==> config.mk <==
export PLATFORM = sky130hd
export DESIGN_NAME = redundant_pair_role_arbiter_unit
export DESIGN_NICKNAME = d
export VERILOG_FILES = /design/src/rpra_pkg.sv /design/src/rpra_state.sv /design/src/redundant_pair_role_arbiter_unit.sv
export SDC_FILE = /design/constraint.sdc
export NUM_CORES = 1
export LEC_CHECK = 0
export ABC_AREA = 1
export BUFFER_PORTS_ARGS = -buffer_cell sky130_fd_sc_hd__buf_4
export CAP_MARGIN = 20
export CORE_MARGIN = 4
export CORE_UTILIZATION = 55
export CTS_BUF_LIST = sky130_fd_sc_hd__clkbuf_8
export CTS_CLUSTER_SIZE = 14
export DETAILED_ROUTE_END_ITERATION = 10
export GPL_TIMING_DRIVEN = 0
export PLACE_DENSITY = 0.75
export SLEW_MARGIN = 20
export SYNTH_ARGS = -nofsm -noshare
export SYNTH_HDL_FRONTEND = slang
export SYNTH_SLANG_ARGS = --single-unit
==> constraint.sdc <==
create_clock -name clk -period 2.7 [get_ports clk]
set_input_delay 0.405 -clock clk [delete_from_list [all_inputs] [get_ports clk]]
set_output_delay 0.405 -clock clk [all_outputs]
set_load 0.005 [all_outputs]
==> src/rpra_pkg.sv <==
// Package for the redundant pair role arbiter: event and command codes,
// item, result and configuration structs, and the tie-break table.
// Depends on nothing; rpra_state and the top level import it.
package rpra_pkg;

    // event kinds carried in s_tuser
    localparam logic [2:0] KIND_TICK  = 3'd0;
    localparam logic [2:0] KIND_SYNC  = 3'd1;
    localparam logic [2:0] KIND_PEER  = 3'd2;
    localparam logic [2:0] KIND_FAULT = 3'd3;
    localparam logic [2:0] KIND_QUIT  = 3'd4;

    // handover commands
    localparam logic [2:0] CMD_OK             = 3'd0;
    localparam logic [2:0] CMD_START_MAIN     = 3'd1;
    localparam logic [2:0] CMD_SWITCHED_MAIN  = 3'd2;
    localparam logic [2:0] CMD_START_SLAVE    = 3'd3;
    localparam logic [2:0] CMD_SWITCHED_SLAVE = 3'd4;

    // unit numbers
    localparam logic [1:0] UNIT_NONE = 2'd0;
    localparam logic [1:0] UNIT_ONE  = 2'd1;
    localparam logic [1:0] UNIT_TWO  = 2'd2;
    localparam logic [1:0] UNIT_KEEP = 2'd3;

    // configuration register indexes
    localparam logic [2:0] CFG_OWN_UNIT        = 3'd0;
    localparam logic [2:0] CFG_FAULT_SWITCH_EN = 3'd1;
    localparam logic [2:0] CFG_PARTNER_TIMEOUT = 3'd2;
    localparam logic [2:0] CFG_PEER_TIMEOUT    = 3'd3;
    localparam logic [2:0] CFG_INIT_WAIT       = 3'd4;

    typedef struct packed {
        logic [2:0] kind;
        logic [2:0] peer_index;
        logic [2:0] partner_command;
        logic [1:0] partner_main;
    } item_t;

    typedef struct packed {
        logic       is_main;
        logic [1:0] main_unit;
        logic [2:0] handover_state;
        logic [5:0] alive_mask;
        logic       role_set;
        logic       send_sync;
    } result_t;

    typedef struct packed {
        logic [1:0] own_unit;
        logic       fault_switch_enable;
        logic [7:0] partner_timeout;
        logic [7:0] peer_timeout;
        logic [7:0] init_wait;
    } cfg_t;

    // tie-break: bit 2 says apply, bits 1:0 give the new main unit
    function automatic logic [2:0] tie_lookup(input logic own_two, input logic [1:0] believed,
                                              input logic [1:0] partner);
        logic [3:0] key;
        logic [2:0] entry;
        key = {believed, partner};
        entry = 3'b000;
        if (!own_two) begin
            case (key)
                4'b0000: entry = 3'b101;
                4'b0001: entry = 3'b110;
                4'b0010: entry = 3'b110;
                4'b0100: entry = 3'b001;
                4'b0101: entry = 3'b001;
                4'b0110: entry = 3'b001;
                4'b1000: entry = 3'b101;
                4'b1001: entry = 3'b101;
                4'b1010: entry = 3'b010;
                default: entry = 3'b000;
            endcase
        end else begin
            case (key)
                4'b0000: entry = 3'b101;
                4'b0001: entry = 3'b101;
                4'b0010: entry = 3'b101;
                4'b0100: entry = 3'b110;
                4'b0101: entry = 3'b001;
                4'b0110: entry = 3'b001;
                4'b1000: entry = 3'b010;
                4'b1001: entry = 3'b101;
                4'b1010: entry = 3'b010;
                default: entry = 3'b000;
            endcase
        end
        return entry;
    endfunction

endpackage

==> src/rpra_state.sv <==
// Role state, watchdog counters and the per-event next-state logic.
// Depends on rpra_pkg; instantiated by redundant_pair_role_arbiter_unit.
module rpra_state
    import rpra_pkg::*;
#(
    parameter int NUM_PEERS  = 5,
    parameter int COUNT_BITS = 8
) (
    input  logic    clk,
    input  logic    rst_n,
    input  logic    step,
    input  item_t   item,
    input  cfg_t    cfg,
    output result_t result
);

    localparam int CMP_W = ((COUNT_BITS > 8) ? COUNT_BITS : 8) + 1;
    localparam logic [COUNT_BITS-1:0] COUNT_MAX = '1;
    localparam logic [COUNT_BITS-1:0] COUNT_ONE = COUNT_BITS'(1);

    logic [1:0]            believed_main_reg, believed_main_next;
    logic [2:0]            handover_cmd_reg, handover_cmd_next;
    logic                  main_flag_reg, main_flag_next;
    logic                  partner_alive_reg, partner_alive_next;
    logic [COUNT_BITS-1:0] partner_count_reg, partner_count_next;
    logic                  peer_alive_reg [NUM_PEERS];
    logic                  peer_alive_next [NUM_PEERS];
    logic [COUNT_BITS-1:0] peer_count_reg [NUM_PEERS];
    logic [COUNT_BITS-1:0] peer_count_next [NUM_PEERS];
    logic [COUNT_BITS-1:0] start_count_reg, start_count_next;

    logic       own_two;
    logic [1:0] me;
    logic [1:0] other;
    logic       set;
    logic       sync;
    logic [CMP_W-1:0] start_plus;
    logic [2:0] tie;
    logic       was_other;
    logic       was_main;
    logic [5:0] mask;

    function automatic logic [COUNT_BITS-1:0] load_count(input logic [7:0] t);
        logic [CMP_W-1:0] te;
        te = CMP_W'(t);
        if (te > CMP_W'(COUNT_MAX))
            return COUNT_MAX;
        else
            return COUNT_BITS'(te);
    endfunction

    assign own_two = (cfg.own_unit == UNIT_TWO);
    assign me      = own_two ? UNIT_TWO : UNIT_ONE;
    assign other   = own_two ? UNIT_ONE : UNIT_TWO;
    assign tie     = tie_lookup(own_two, believed_main_reg, item.partner_main);

    always_comb
    begin
        believed_main_next = believed_main_reg;
        handover_cmd_next  = handover_cmd_reg;
        main_flag_next     = main_flag_reg;
        partner_alive_next = partner_alive_reg;
        partner_count_next = partner_count_reg;
        start_count_next   = start_count_reg;
        for (int i = 0; i < NUM_PEERS; i++)
        begin
            peer_alive_next[i] = peer_alive_reg[i];
            peer_count_next[i] = peer_count_reg[i];
        end
        set        = 1'b0;
        sync       = 1'b0;
        start_plus = CMP_W'(start_count_reg) + CMP_W'(1);
        was_other  = (believed_main_reg != me);
        was_main   = (believed_main_reg == me);

        case (item.kind)
            KIND_TICK:
            begin
                sync = 1'b1;
                for (int i = 0; i < NUM_PEERS; i++)
                begin
                    if (peer_count_reg[i] != '0)
                    begin
                        peer_alive_next[i] = 1'b1;
                        peer_count_next[i] = peer_count_reg[i] - COUNT_ONE;
                    end
                    else
                    begin
                        peer_alive_next[i] = 1'b0;
                    end
                end
                if (partner_count_reg != '0)
                begin
                    partner_alive_next = 1'b1;
                    partner_count_next = partner_count_reg - COUNT_ONE;
                end
                else if (partner_alive_reg)
                begin
                    // partner lost: take over
                    partner_alive_next = 1'b0;
                    if (believed_main_reg != me)
                    begin
                        believed_main_next = me;
                        main_flag_next     = 1'b1;
                        set                = 1'b1;
                    end
                    handover_cmd_next = CMD_OK;
                end
                if (start_count_reg != '0)
                begin
                    if (start_plus > CMP_W'(cfg.init_wait) || start_count_reg == COUNT_MAX)
                    begin
                        // start-up wait over: choose the initial role
                        if (!partner_alive_next)
                        begin
                            believed_main_next = me;
                            main_flag_next     = 1'b1;
                        end
                        else
                        begin
                            believed_main_next = other;
                            main_flag_next     = 1'b0;
                        end
                        handover_cmd_next = CMD_OK;
                        start_count_next  = '0;
                        set               = 1'b1;
                    end
                    else
                    begin
                        start_count_next = COUNT_BITS'(start_plus);
                    end
                end
            end
            KIND_SYNC:
            begin
                partner_count_next = load_count(cfg.partner_timeout);
                if (handover_cmd_reg != CMD_OK || item.partner_command != CMD_OK)
                begin
                    case (item.partner_command)
                        CMD_START_MAIN:
                        begin
                            if (item.partner_main != UNIT_KEEP)
                                believed_main_next = item.partner_main;
                            handover_cmd_next = CMD_SWITCHED_MAIN;
                            if (was_other)
                            begin
                                main_flag_next = 1'b1;
                                set            = 1'b1;
                            end
                        end
                        CMD_SWITCHED_MAIN:
                        begin
                            if (item.partner_main == other)
                                handover_cmd_next = CMD_OK;
                        end
                        CMD_START_SLAVE:
                        begin
                            believed_main_next = other;
                            handover_cmd_next  = CMD_SWITCHED_SLAVE;
                            if (was_main)
                            begin
                                main_flag_next = 1'b0;
                                set            = 1'b1;
                            end
                        end
                        CMD_SWITCHED_SLAVE:
                        begin
                            if (item.partner_main != UNIT_KEEP)
                                believed_main_next = item.partner_main;
                            handover_cmd_next = CMD_OK;
                            main_flag_next    = 1'b1;
                            set               = 1'b1;
                        end
                        CMD_OK:
                        begin
                            if (handover_cmd_reg != CMD_START_MAIN &&
                                handover_cmd_reg != CMD_START_SLAVE)
                                handover_cmd_next = CMD_OK;
                        end
                        default:
                        begin
                            handover_cmd_next = handover_cmd_reg;
                        end
                    endcase
                end
                else if (item.partner_main != UNIT_KEEP && believed_main_reg != UNIT_KEEP)
                begin
                    // both sides idle: resolve through the tie-break table
                    if (tie[2] && start_count_reg == '0)
                    begin
                        believed_main_next = tie[1:0];
                        main_flag_next     = (tie[1:0] == me);
                        set                = 1'b1;
                    end
                end
            end
            KIND_PEER:
            begin
                for (int i = 0; i < NUM_PEERS; i++)
                begin
                    if (item.peer_index == 3'(i))
                        peer_count_next[i] = load_count(cfg.peer_timeout);
                end
            end
            KIND_FAULT:
            begin
                if (main_flag_reg && partner_alive_reg && cfg.fault_switch_enable)
                begin
                    believed_main_next = other;
                    handover_cmd_next  = CMD_SWITCHED_SLAVE;
                    main_flag_next     = 1'b0;
                    set                = 1'b1;
                    sync               = 1'b1;
                end
            end
            KIND_QUIT:
            begin
                if (main_flag_reg)
                begin
                    believed_main_next = other;
                    handover_cmd_next  = CMD_SWITCHED_SLAVE;
                    main_flag_next     = 1'b0;
                    set                = 1'b1;
                    sync               = 1'b1;
                end
            end
            default:
            begin
                set = 1'b0;
            end
        endcase

        mask    = 6'b0;
        mask[0] = partner_alive_next;
        for (int i = 0; i < NUM_PEERS && i < 5; i++)
            mask[i + 1] = peer_alive_next[i];
    end

    assign result.is_main        = main_flag_next;
    assign result.main_unit      = believed_main_next;
    assign result.handover_state = handover_cmd_next;
    assign result.alive_mask     = mask;
    assign result.role_set       = set;
    assign result.send_sync      = sync;

    always_ff @(posedge clk or negedge rst_n)
    begin
        if (!rst_n)
        begin
            believed_main_reg <= UNIT_NONE;
            handover_cmd_reg  <= CMD_OK;
            main_flag_reg     <= 1'b0;
            partner_alive_reg <= 1'b0;
            partner_count_reg <= '0;
            start_count_reg   <= COUNT_ONE;
            for (int i = 0; i < NUM_PEERS; i++)
            begin
                peer_alive_reg[i] <= 1'b0;
                peer_count_reg[i] <= '0;
            end
        end
        else if (step)
        begin
            believed_main_reg <= believed_main_next;
            handover_cmd_reg  <= handover_cmd_next;
            main_flag_reg     <= main_flag_next;
            partner_alive_reg <= partner_alive_next;
            partner_count_reg <= partner_count_next;
            start_count_reg   <= start_count_next;
            for (int i = 0; i < NUM_PEERS; i++)
            begin
                peer_alive_reg[i] <= peer_alive_next[i];
                peer_count_reg[i] <= peer_count_next[i];
            end
        end
    end

endmodule

==> src/redundant_pair_role_arbiter_unit.sv <==
// Top level of the redundant pair role arbiter: stream ports, configuration
// registers, input register and result register. Depends on rpra_pkg, rpra_state.
//
//  channel | direction | handshake          | payload
//  --------+-----------+--------------------+----------------------------------------
//  s_      | in        | s_tvalid/s_tready  | s_tuser kind, s_tdata event fields
//  m_      | out       | m_tvalid/m_tready  | m_tdata role, handover and alive status
//  cfg_    | in        | cfg_we (no ready)  | cfg_index, cfg_data
//
// One event per cycle while m_ does not stall; an event waits in the input register and
// then leaves through the result register, so both registers lie between a transaction and
// its result. The role state updates as the event moves into the result register.
// A stalled m_ side holds the result; one more event waits in the input register.
// Reset clears valid flags, role state and watchdog counters, and sets configuration defaults.
module redundant_pair_role_arbiter_unit
    import rpra_pkg::*;
#(
    parameter int NUM_PEERS  = 5,
    parameter int COUNT_BITS = 8
) (
    input  logic        clk,
    input  logic        rst_n,
    input  logic        s_tvalid,
    output logic        s_tready,
    input  logic [7:0]  s_tdata,   // [2:0] peer_index, [5:3] partner_command, [7:6] partner_main
    input  logic [2:0]  s_tuser,   // [2:0] kind
    output logic        m_tvalid,
    input  logic        m_tready,
    output logic [15:0] m_tdata,   // [0] is_main, [2:1] main_unit, [5:3] handover_state,
                                   // [11:6] alive_mask, [12] role_set, [13] send_sync
    input  logic        cfg_we,
    input  logic [2:0]  cfg_index,
    input  logic [7:0]  cfg_data
);

    cfg_t    cfg_reg;
    logic    in_valid_reg;
    item_t   in_item_reg;
    logic    out_valid_reg;
    result_t out_reg;
    result_t result;
    logic    advance;
    logic    step;

    assign advance  = !out_valid_reg || m_tready;
    assign step     = in_valid_reg && advance;
    assign s_tready = !in_valid_reg || advance;

    always_ff @(posedge clk or negedge rst_n)
    begin
        if (!rst_n)
        begin
            cfg_reg.own_unit            <= UNIT_ONE;
            cfg_reg.fault_switch_enable <= 1'b1;
            cfg_reg.partner_timeout     <= 8'd6;
            cfg_reg.peer_timeout        <= 8'd6;
            cfg_reg.init_wait           <= 8'd10;
        end
        else if (cfg_we)
        begin
            case (cfg_index)
                CFG_OWN_UNIT:        cfg_reg.own_unit            <= cfg_data[1:0];
                CFG_FAULT_SWITCH_EN: cfg_reg.fault_switch_enable <= cfg_data[0];
                CFG_PARTNER_TIMEOUT: cfg_reg.partner_timeout     <= cfg_data;
                CFG_PEER_TIMEOUT:    cfg_reg.peer_timeout        <= cfg_data;
                CFG_INIT_WAIT:       cfg_reg.init_wait           <= cfg_data;
                default:             cfg_reg.init_wait           <= cfg_reg.init_wait;
            endcase
        end
    end

    always_ff @(posedge clk or negedge rst_n)
    begin
        if (!rst_n)
        begin
            in_valid_reg  <= 1'b0;
            out_valid_reg <= 1'b0;
        end
        else
        begin
            if (s_tready)
                in_valid_reg <= s_tvalid;
            if (advance)
                out_valid_reg <= in_valid_reg;
        end
    end

    // payload registers: no reset
    always_ff @(posedge clk)
    begin
        if (s_tvalid && s_tready)
        begin
            in_item_reg.kind            <= s_tuser;
            in_item_reg.peer_index      <= s_tdata[2:0];
            in_item_reg.partner_command <= s_tdata[5:3];
            in_item_reg.partner_main    <= s_tdata[7:6];
        end
        if (step)
            out_reg <= result;
    end

    rpra_state #(
        .NUM_PEERS  (NUM_PEERS),
        .COUNT_BITS (COUNT_BITS)
    ) u_state (
        .clk    (clk),
        .rst_n  (rst_n),
        .step   (step),
        .item   (in_item_reg),
        .cfg    (cfg_reg),
        .result (result)
    );

    assign m_tvalid = out_valid_reg;
    assign m_tdata  = {2'b00, out_reg.send_sync, out_reg.role_set, out_reg.alive_mask,
                       out_reg.handover_state, out_reg.main_unit, out_reg.is_main};

endmodule

# --- After elaboration in Yosys (flattened, before gate mapping) ---
# Memories as Yosys holds them, arrays and structs flattened.
# Index checks and enable logic that the tools add are counted.
op_classes:
  addsub: 7
  n_lt_le_gt_ge: 1
  n_eq_ne: 37
  n_mux: 78
  n_reduce_logical: 42
ops:
  columns: ["op", "n"]
  rows:
  - ["$mux 8", 12]
  - ["$pmux 40 s2", 1]
  - ["$reduce_bool 8->1", 7]
  - ["$sub 8x1->8 const B", 6]
  - ["$mux 1", 30]
  - ["$mux 3", 10]
  - ["$mux 2", 14]
  - ["$eq 3x2->1 const B", 8]
  - ["$ne 2x1->1 const B", 11]
  - ["$reduce_and 4->1", 5]
  - ["$pmux 8 s2", 1]
  - ["$pmux 3 s5", 1]
  - ["$eq 3x1->1 const B", 4]
  - ["$eq 3x3->1 const B", 4]
  - ["$logic_not 3->1", 4]
  - ["$pmux 3 s4", 1]
  - ["$reduce_and 2->1", 5]
  - ["$add 8x1->9 const B", 1]
  - ["$gt 9x8->1", 1]
  - ["$pmux 1 s3", 3]
  - ["$eq 8x8->1 const B", 1]
  - ["$logic_not 8->1", 1]
  - ["$pmux 1 s4", 2]
  - ["$pmux 2 s4", 1]
  - ["other kinds (15)", 31]
totals:
  reg_bits: 122
  rom_bits: 96
  wordCells: 200
  n_memories: 2
mem_list:
  columns: ["name", "depth", "width", "read_ports", "rd_ports_with_merged_regs", "write_ports", "line", "source"]
  rows:
  - ["(name not given)", 16, 3, 1, 0, 0, "rpra_pkg.sv:65", "case (key)"]
  - ["(name not given)", 16, 3, 1, 0, 0, "rpra_pkg.sv:78", "case (key)"]

# --- Depth between registers and ports, before layout ---
# Gate-level depths: netlist of run 1.
depth:
  depth_word: 9
  ltp_mapped: 23
  mapped_depth_nobuf: 23

# --- By module ---
# A second synthesis of run 1 with hierarchy kept.
hier_totals:
  cells_unflattened: 914
  hier_area_um2: 7059.3
modules_own_cells:
  columns: ["module", "n_inst", "cells_each", "area_each_um2"]
  rows:
  - ["rpra_state", 1, 746, 5063.6]
  - ["redundant_pair_role_arbiter_unit", 1, 168, 1995.7]

# --- Worst setup path before layout of run 1 ---
# Ideal clock, no wire load.
synth_timing:
  kind: "flip-flop to flip-flop"
  from: "register u_state.start_count_reg[0]"
  to: "register out_reg, in the netlist m_tdata[5] (data pin)"
  setup_time_ns: 0.252
  arrival_time_ns: 2.345
  setup_slack_ns: 0.103
  stages_incl_launch_ff: 20
  path_buffers: 0
  synth_period_minus_slack_ns: 2.597
  path_cell_list: "dfstp_2 -> ha_1 -> nand2_1 -> nor2_2 -> xor2_1 -> inv_1 -> ha_1 -> nand2_1 -> nor2_1 -> nand2_1 -> nand3_1 -> nand2_1 -> nand2_1 -> nand2_1 -> nand2_1 -> nand2_1 -> nand3_1 -> nand2_1 -> nand2_1 -> inv_1"
synth_lines:
  columns: ["item", "line", "source"]
  rows:
  - ["start, declared", "rpra_state.sv:30", "logic [COUNT_BITS-1:0] start_count_reg, start_count_next;"]
  - ["start signal, assigned", "rpra_state.sv:269", "start_count_reg <= start_count_next;"]
  - ["end signal, assigned", "redundant_pair_role_arbiter_unit.sv:99", "out_reg <= result;"]
  - ["end, declared", "redundant_pair_role_arbiter_unit.sv:40", "result_t out_reg;"]

==> impl_metrics.tcl, run 1 <==
set metrics [dict create \
    status "finished with violations" \
    violations "negative setup slack" \
    hold_buffers 0 \
    rsz0062_at_grt "true" \
    finalSetupViolations 7 \
    syn_avg_cell_area_sq_um 7.75 \
    total_leakage_power_nw 3.91 \
    clock_latency_ns 0.46 \
    synth.distinct_cells 50 \
    first_global_vias 5629 \
    clk_pin_slew_worst_paths_ns 0.08 \
    cts_buffers 17 \
    crit_type "reg -> reg" \
    start_util_pct 55.9 \
    post_dp_cell_area_sq_mm 0.00756 \
    setup_slack_ns -0.0410 \
    crit_chain "inv_2 > nor3_2 > inv_1 > nor2_2 > nand4_1 > xor2_1 > inv_1 > ha_4 > and3_4 > nand2_2 > nand2_2 > nand2_4 > nand2_8 > nand2_8 > nand2_2 > nand2_2 > nand2_2 > a21boi_1" \
    port_buffers 42 \
    power.density_mw_per_mm2 912 \
    cp_slowest_cell "dfstp_2" \
    tns_ns -0.109 \
    wl_per_cell_um 13.9 \
    pre_cts_slack_ns -0.334 \
    die_area_sq_mm 0.0146 \
    seq_area_frac_synth_pct 45.4 \
    slowest_delay_ns 0.58 \
    routed_wl_mm 16.2 \
    finalMaxSlewViolations 0 \
    stdcell_count 1160 \
    final_area_sq_mm 0.00822 \
    critical_path.top_delay_family "simple AND/OR/NAND/NOR gates" \
    ys_warn_count 0 \
    via_per_inst 5.28 \
    irDropWorstVdd_mv 0.482 \
    largest_register_ffs 40 \
    h-tree-depth 4 \
    place_inst 1121 \
    io_pins 45 \
    drc 0 \
    n_fill_cell 1098 \
    cts-root-buf "clkbuf_8" \
    hold_path.class "in -> async" \
    cts.sinks 122 \
    area_growth_pct 17.1 \
    fin_nets 1022 \
    dieHeight_um 121 \
    start_kind "flip-flop" \
    syn_inst 906 \
    grt_overflow 0 \
    clock_path_buffers 2 \
    place.gp.congestion 0.937 \
    synth_ff_type "dfrtp_1" \
    grt_max_degree 98 \
    grt_use_total_pct 23.4 \
    synth_edf_count 25 \
    core_area_sq_mm 0.0126 \
    finClkSkew_ns 0.0127 \
    critPathBufInv 3 \
    num_antenna_cells 0 \
    cts_tree "yes" \
    first_pass_iters 5 \
    via_count 6130 \
    required_ns 2.91 \
    drive_gt1_share_pct 17.5 \
    fp-row-count 41 \
    tightest_slew_ns 0.894 \
    grt_pass1_wl_mm 27.1 \
    layout_commonest_cell "nand2_1" \
    fin_crit_sh_pct 102 \
    path_common_cell "nand2_2" \
    regArea_sq_mm 0.00319 \
    postRouteAntennaNets 0 \
    p_total_mw 7.50 \
    die_x_um 121 \
    grt_antenna_before_repair 0 \
    multi_input_area_sq_mm 0.00333 \
    drt-initial-drc-count 509 \
    final_cell_mix "nand2_1, inv_1, o21ai_0" \
    crit_path_end_kind "flip-flop" \
    finalHoldViolCount 0 \
    period_minus_slack_ns 2.74 \
    hpwlAfterDp_mm 11.5 \
    postSynth.asyncResetShare_pct 79.5 \
    worstPathMaxFanout 6 \
    worst_ep_arrival_time_ns 2.95 \
    max_cap_violations 0 \
    timing.slew.headroom_pct 40.4 \
    ys_ff_latch 122 \
    fmax_mhz 365 \
    syn-cell-area_sq_mm 0.00702 \
]
worst paths after layout:
check,start,end,slack (ns),cells after the start
max in group asynchronous,rst_n,u_state.partner_count_reg[7],2.05,1
worst max register to register,u_state.start_count_reg[0],m_tdata[1],-0.04,18
worst max-delay path,u_state.start_count_reg[0],m_tdata[1],-0.04,18
min in group clk,s_tuser[0],in_item_reg[8],0.11,1
worst min-delay path,rst_n,u_state.peer_alive_reg[4],0.03,1
worst min register to register,cfg_reg[14],cfg_reg[14],0.49,2
layer usage:
metal | wire, um | vias to the layer above | track usage, %
met4 | 216 | 0 | 7.15
met3 | 730 | 21 | 5.78
met5 | 0 | - | 0
met2 | 7300 | 149 | 35.1
li1 | - | 3108 | -
met1 | 7910 | 2852 | 33.7
synth_stat cells (5+ instances only):
library cell	number	area, sq um
inv_2	7	26.3
nor2_1	74	278
inv_1	139	522
a31oi_1	12	75.1
ha_1	20	250
nand2_1	209	785
edfxtp_1	25	751
dfrtp_1	88	2200
o21ai_1	11	55.1
dfstp_2	9	236
xor2_1	5	43.8
a21oi_1	43	215
nand3_1	48	240
o21ai_0	102	510
o22ai_1	16	100
buf_6	5	56.3
nor3_1	13	65.1
nor2_2	6	37.5
clkbuf_1	7	26.3
buf_2	8	40.0
report_power, final:
part / switching, mW / total, mW / internal, mW
registers: 0.433 / 2.92 / 2.49
logic: 1.75 / 2.89 / 1.14
clock network: 0.777 / 1.69 / 0.910
what timing repair did:
item                       CTS  global route
resized for setup           20            21
pin swaps                    7            18
hold endpoints to repair     0             0
setup endpoints to repair   13            15
setup buffers                6             1
cell families (layout without fill, tap and decap cells):
kind of cell | Yosys count | in the layout | synth area share [%]
buffers and inverters | 171 | 252 | 10.0
AND/OR/NAND/NOR | 374 | 374 | 23.1
flip-flops | 122 | 122 | 45.4
AO/OA/AOI/OAI | 210 | 210 | 16.8
adder cells (fa/ha/maj) | 20 | 20 | 3.56
other | 1 | 2 | 0.0534
XOR/XNOR | 8 | 8 | 0.998
worst register-to-register path, stage by stage, from the launching register on:
cell and delay (ns):
dfstp_2 0.58, inv_2 0.05, nor3_2 0.10, inv_1 0.07, nor2_2 0.11, nand4_1 0.11, xor2_1 0.23, inv_1 0.11
ha_4 0.28, and3_4 0.19, nand2_2 0.06, nand2_2 0.07, nand2_4 0.08, nand2_8 0.09, nand2_8 0.07, nand2_2 0.09
nand2_2 0.06, nand2_2 0.08, a21boi_1 0.07
cell type report:
type / count / share of cell area, %
plain buffers: 24 / 1.86
repair buffers: 49 / 4.52
multi-input cells: 614 / 40.6
clock inverters: 15 / 2.12
well taps: 172 / 2.62
clock buffers: 17 / 2.85
inverters: 147 / 6.71
flip-flops and latches: 122 / 38.8
per-stage QoR:
step / hold WS, ns / util [%]
after global placement: 0.462 / 60.1
after CTS: 0.0624 / 64.5
after detailed placement: 0.472 / 60.1
after floorplan: 0.109 / -
after global routing: 0.0826 / 65.4
final: 0.0255 / 65.4
No activity file was read; power rests on OpenSTA's default activity.
==> run 2: changes to the inputs <==
REMOVE_ABC_BUFFERS = 1   (was unset)
SKIP_LAST_GASP = 1   (was unset)
==> run 2 against run 1 <==
  * Critical path type unchanged
  * Total power up 3.8%
  * Clock skew up 0.0027 ns
  * Worst hold slack improved by 0.030 ns
  * Clock power up 7%
  * Utilization is 0.34 points higher
  * Final cell count shrank 0.86%
  * Flip-flop and latch count stayed put
  * Global-route usage decreased by 0.35 points
  * The flow still finishes with violations (negative setup slack)
  * Sequential share of layout area is 0.20 points lower
==> impl_metrics.tcl, run 2 (synthesized netlist as in run 1, its figures left out) <==
set metrics [dict create \
    p_total_mw 7.78 \
    die_area_sq_mm 0.0146 \
    largest_register_ffs 40 \
    via_count 6151 \
    die_x_um 121 \
    via_per_inst 5.35 \
    required_ns 2.99 \
    wl_per_cell_um 14.5 \
    cp_slowest_cell "dfstp_2" \
    grt_pass1_wl_mm 26.9 \
    clk_pin_slew_worst_paths_ns 0.07 \
    final_util_pct 65.8 \
    grt_antenna_before_repair 0 \
    fmax_mhz 352 \
    routed_wl_mm 16.7 \
    grt_max_degree 98 \
    drive_gt1_share_pct 18.6 \
    slowest_delay_ns 0.60 \
    hold_slack_ns 0.0553 \
    hpwlAfterDp_mm 10.9 \
    pwr-share-clk_pct 23.2 \
    finClkSkew_ns 0.0154 \
    power.density_mw_per_mm2 942 \
    tns_ns -1.23 \
    drt-initial-drc-count 491 \
    crit_type "reg -> reg" \
    timing.slew.headroom_pct 38.8 \
    fin_nets 1012 \
    first_global_vias 5557 \
    path_common_cell "nand2_2" \
    tightest_slew_ns 0.918 \
    post_dp_cell_area_sq_mm 0.00741 \
    cts.sinks 122 \
    crit_chain "ha_4 > nand2_1 > nor2_4 > xor2_2 > inv_1 > ha_4 > nand2_4 > nor2_4 > nand2_2 > nand3_2 > nand2_2 > nand2_2 > nand2_2 > nand2_4 > nand3_1 > nand2_2 > nand2_2 > a21boi_2" \
    cts_buffers 17 \
    worstPathMaxFanout 4 \
    port_buffers 42 \
    critPathBufInv 1 \
    drc 0 \
    area_growth_pct 17.7 \
    regArea_sq_mm 0.00319 \
    core_area_sq_mm 0.0126 \
    p_int_mw 4.83 \
    rsz0062_at_grt "true" \
    setup_slack_ns -0.138 \
    total_leakage_power_nw 3.92 \
    start_util_pct 55.9 \
    n_fill_cell 1074 \
    p_sw_mw 2.96 \
    period_minus_slack_ns 2.84 \
    postRouteAntennaNets 0 \
    critical_path.top_delay_family "simple AND/OR/NAND/NOR gates" \
    violations "negative setup slack" \
    startpoint "u_state.start_count_reg[0]" \
    start_kind "flip-flop" \
    grt_overflow 0 \
    seqPwrFrac_pct 38.1 \
    dieHeight_um 121 \
    h-tree-depth 4 \
    fp-row-count 41 \
    final_area_sq_mm 0.00827 \
    first_pass_iters 5 \
    clock_path_buffers 2 \
    cts_tree "yes" \
    final_cell_mix "nand2_1, inv_1, o21ai_0" \
    multi_input_area_sq_mm 0.00339 \
    grt_use_total_pct 23.1 \
    r2r-start "u_state.start_count_reg[0]" \
    hold_path.class "in -> async" \
    max_cap_violations 0 \
    place.gp.congestion 0.881 \
    cts-root-buf "clkbuf_8" \
    io_pins 45 \
    fin_crit_sh_pct 105 \
    finalSetupViolations 15 \
    status "finished with violations" \
    layout_commonest_cell "nand2_1" \
    crit_path_end_kind "flip-flop" \
    irDropWorstVdd_mv 0.499 \
    finalHoldViolCount 0 \
    finalMaxSlewViolations 0 \
    power_switching_share_pct 38.0 \
    clock_latency_ns 0.45 \
    pwr-share-comb_pct 38.7 \
    worst_ep_arrival_time_ns 3.12 \
    num_antenna_cells 0 \
]
[run 2: cell count changes in the layout (fill, tap and decap cells not counted), moves of 3 or more]
cell and delta:
buf_2 -8, buf_4 +7, clkbuf_1 -7, nand2_1 -5, nand2_2 +5, buf_6 -4
clkbuf_8 +4, inv_2 +4, clkinv_4 -3, nor2_4 +3
[run 2: final timing paths]
kind / to / slack [ns] / cells past startpoint
worst max-delay path: m_tdata[1] / -0.14 / 18
min in group clk: in_item_reg[3] / 0.12 / 1
worst min-delay path: u_state.peer_count_reg[32] / 0.06 / 1
worst min register to register: u_state.peer_count_reg[27] / 0.48 / 2
max in group asynchronous: u_state.partner_count_reg[2] / 2.03 / 1
worst max register to register: m_tdata[1] / -0.14 / 18
[run 2: what timing repair did]
item / CTS / global route
pin swaps: 12 / 24
cloned: 0 / 2
hold buffers: 0 / 0
endpoints found under the setup margin: 13 / 36
buffers inserted: 17 / 3
resized for setup: 20 / 43
[run 2: through the flow]
step | std cells | setup slack, ns
floorplan | 883 | 0.103
global placement | 1097 | -0.441
detailed placement | 1097 | -0.312
CTS | 1146 | -0.0431
global route | 1150 | -0.271
finish | 1150 | -0.138
[run 2: area by class of cell]
cell class | instances | share of cell area, %
multi-input combinational | 615 | 41.0
inverter | 147 | 6.72
timing repair buffer | 61 | 5.63
clock buffer | 21 | 3.50
sequential | 122 | 38.6
timing repair inverter | 1 | 0.0908
clock inverter | 11 | 1.83
tap | 172 | 2.60
[run 2: power groups by stage]
| stage | Combinational, mW | Clock (mW) | Sequential (mW) |
|---|---|---|---|
| floorplan | 1.86 | 0 | 2.86 |
| global placement | 2.31 | 0 | 2.95 |
| detailed placement | 2.38 | 0 | 2.97 |
| CTS | 2.67 | 1.84 | 2.94 |
| global route | 3.42 | 1.92 | 3.03 |
| finish | 3.01 | 1.80 | 2.97 |
[run 2: metal layers]
metal / vias to the layer above / global-route usage [%] / wire length (um)
li1: 3078 / - / -
met1: 2821 / 32.5 / 7520
met2: 222 / 35.3 / 7650
met3: 30 / 5.08 / 1150
met4: 0 / 8.14 / 363
met5: - / 0 / 0
[run 2: worst register-to-register path: stages (launching register included)]
cell      delay, ns
dfstp_2        0.60
ha_4           0.16
nand2_1        0.11
nor2_4         0.20
xor2_2         0.19
inv_1          0.10
ha_4           0.29
nand2_4        0.06
nor2_4         0.10
nand2_2        0.06
nand3_2        0.08
nand2_2        0.06
nand2_2        0.05
nand2_2        0.06
nand2_4        0.10
nand3_1        0.12
nand2_2        0.10
nand2_2        0.06
a21boi_2       0.19
==> run 3: changes to the inputs <==
RECOVER_POWER = 50   (was unset)
==> run 3 against run 2 <==
  * The run ends with max-capacitance violations, max-slew violations, negative setup slack left
  * Register-to-register slack about the same
  * Utilization down 0.11 points
  * Final cell count stayed put
  * Largest power group unchanged
==> impl_metrics.tcl, run 3 (synthesized netlist as in run 1, its figures left out) <==
set metrics [dict create \
    grt_use_total_pct 23.1 \
    crit_chain "ha_4 > nand2_1 > nor2_4 > nand3_2 > xor2_1 > inv_1 > ha_1 > a21o_1 > a21oi_2 > nand2_2 > nand2_2 > nand2_4 > nand2_8 > nand2_2 > nand2_2 > nand2_2 > a21boi_2" \
    via_count 6151 \
    fp-row-count 41 \
    grt_pass1_wl_mm 26.9 \
    postRouteAntennaNets 0 \
    start_kind "flip-flop" \
    worst_ep_arrival_time_ns 3.12 \
    crit_type "reg -> reg" \
    period_minus_slack_ns 2.84 \
    critical_path.top_delay_family "simple AND/OR/NAND/NOR gates" \
    holdCritStartpoint "s_tdata[4]" \
    critPathBufInv 1 \
    place.gp.congestion 0.881 \
    num_antenna_cells 0 \
    clk_pin_slew_worst_paths_ns 0.08 \
    holdPathEnd "in_item_reg[3]" \
    max_cap_violations 1 \
    fin_crit_sh_pct 105 \
    tightest_slew_ns 2.51 \
    rsz0062_at_grt "true" \
    r2r-start "u_state.start_count_reg[0]" \
    hold_depth 1 \
    die_x_um 121 \
    die_area_sq_mm 0.0146 \
    h-tree-depth 4 \
    power.density_mw_per_mm2 943 \
    largest_register_ffs 40 \
    final_cell_mix "nand2_1, inv_1, o21ai_0" \
    reg2reg_setup_slack_ns -0.14 \
    start_util_pct 55.9 \
    wl_per_cell_um 14.5 \
    n_fill_cell 1078 \
    violations "max-capacitance violations, max-slew violations, negative setup slack" \
    required_ns 2.98 \
    clock_latency_ns 0.45 \
    fin_nets 1012 \
    via_per_inst 5.35 \
    slowest_delay_ns 0.60 \
    gr-usage-met1_pct 32.5 \
    routed_wl_mm 16.7 \
    hpwlAfterDp_mm 10.9 \
    timing.slew.headroom_pct -67.2 \
    drive_gt1_share_pct 18.2 \
    final_util_pct 65.7 \
    worstPathMaxFanout 6 \
    irDropWorstVdd_mv 0.499 \
    cts_buffers 17 \
    drc 0 \
    path_common_cell "nand2_2" \
    clock_path_buffers 2 \
    cts.sinks 122 \
    cp_slowest_cell "dfstp_2" \
    ff2ff_path_depth 17 \
    busiest_layer "met2" \
    setup_slack_ns -0.141 \
    hold_slack_ns 0.144 \
    met3_usage_pct 5.08 \
    first_pass_iters 5 \
    core_area_sq_mm 0.0126 \
    cts-root-buf "clkbuf_8" \
    hold_buffers 0 \
    timing.rr.end "m_tdata[1]" \
    p_total_mw 7.78 \
    grt_overflow 0 \
    grt_antenna_before_repair 0 \
    hold_path.class "in -> reg" \
    pre_cts_slack_ns -0.312 \
    cts_tree "yes" \
    crit_path_end_kind "flip-flop" \
    dieHeight_um 121 \
    area_growth_pct 17.5 \
    grt_max_degree 98 \
    finalHoldViolCount 0 \
    io_pins 45 \
    status "finished with violations" \
    finalSetupViolations 15 \
    finClkSkew_ns 0.0143 \
    drt-initial-drc-count 464 \
    port_buffers 42 \
    globalRouteMet2Util_pct 35.3 \
    total_leakage_power_nw 3.91 \
    layout_commonest_cell "nand2_1" \
    fmax_mhz 352 \
    finalMaxSlewViolations 98 \
    first_global_vias 5557 \
]
[run 3: changes by cell type in the layout (fill, tap and decap cells not counted), sizes merged]
cell	previous run	this run
clkbuf	21	35
buf	61	47
[run 3: how the worst max path moves through the flow]
stage | end | start | slack (ns) | cells past startpoint
5_1_grt | u_state.handover_cmd_reg[1] | u_state.start_count_reg[0] | -0.27 | 19
2_1_floorplan | m_tdata[5] | u_state.start_count_reg[0] | 0.10 | 19
6_report | m_tdata[1] | u_state.start_count_reg[0] | -0.14 | 17
4_1_cts | m_tdata[1] | u_state.start_count_reg[0] | -0.04 | 17
3_3_place_gp | u_state.peer_count_reg[37] | in_item_reg[8] | -0.44 | 8
3_5_place_dp | m_tdata[1] | u_state.start_count_reg[0] | -0.31 | 18
[run 3: metal layers]
layer | up-vias | routed length (um) | share of wire, %
li1 | 3082 | - | -
met1 | 2842 | 7650 | 46
met2 | 199 | 7690 | 46
met3 | 28 | 1000 | 6.0
met4 | 0 | 320 | 1.9
met5 | - | 0 | 0
[run 3: per-stage QoR]
step           std cells  setup TNS [ns]  instance area [sq um]
2_1_floorplan        883               0                   6870
3_3_place_gp        1097          -10.35                   7400
3_5_place_dp        1097           -3.18                   7410
4_1_cts             1146          -0.113                   8060
5_1_grt             1150           -3.78                   8250
6_report            1150           -1.25                   8250
[run 3: timing repair]
| action | CTS | global route |
|---|---|---|
| setup endpoints to repair | 13 | 36 |
| setup buffers | 17 | 3 |
| cloned | 0 | 2 |
| pin swaps | 12 | 24 |
| gates resized for setup | 20 | 43 |
[run 3: power by group]
| part | switching (mW) | total (mW) | internal (mW) | leakage [nW] |
|---|---|---|---|---|
| Sequential | 0.475 | 2.96 | 2.49 | 1.39 |
| Clock | 0.715 | 1.80 | 1.09 | 0.239 |
| Combinational | 1.77 | 3.01 | 1.24 | 2.28 |
[run 3: cell type report]
class | count | area, sq um | share of cell area [%]
inverters | 147 | 556 | 6.73
flip-flops and latches | 122 | 3190 | 38.7
well taps | 172 | 215 | 2.61
clock inverters | 11 | 151 | 1.83
repair inverters | 1 | 7.51 | 0.0910
repair buffers | 61 | 452 | 5.47
clock buffers | 21 | 289 | 3.50
multi-input cells | 615 | 3390 | 41.1
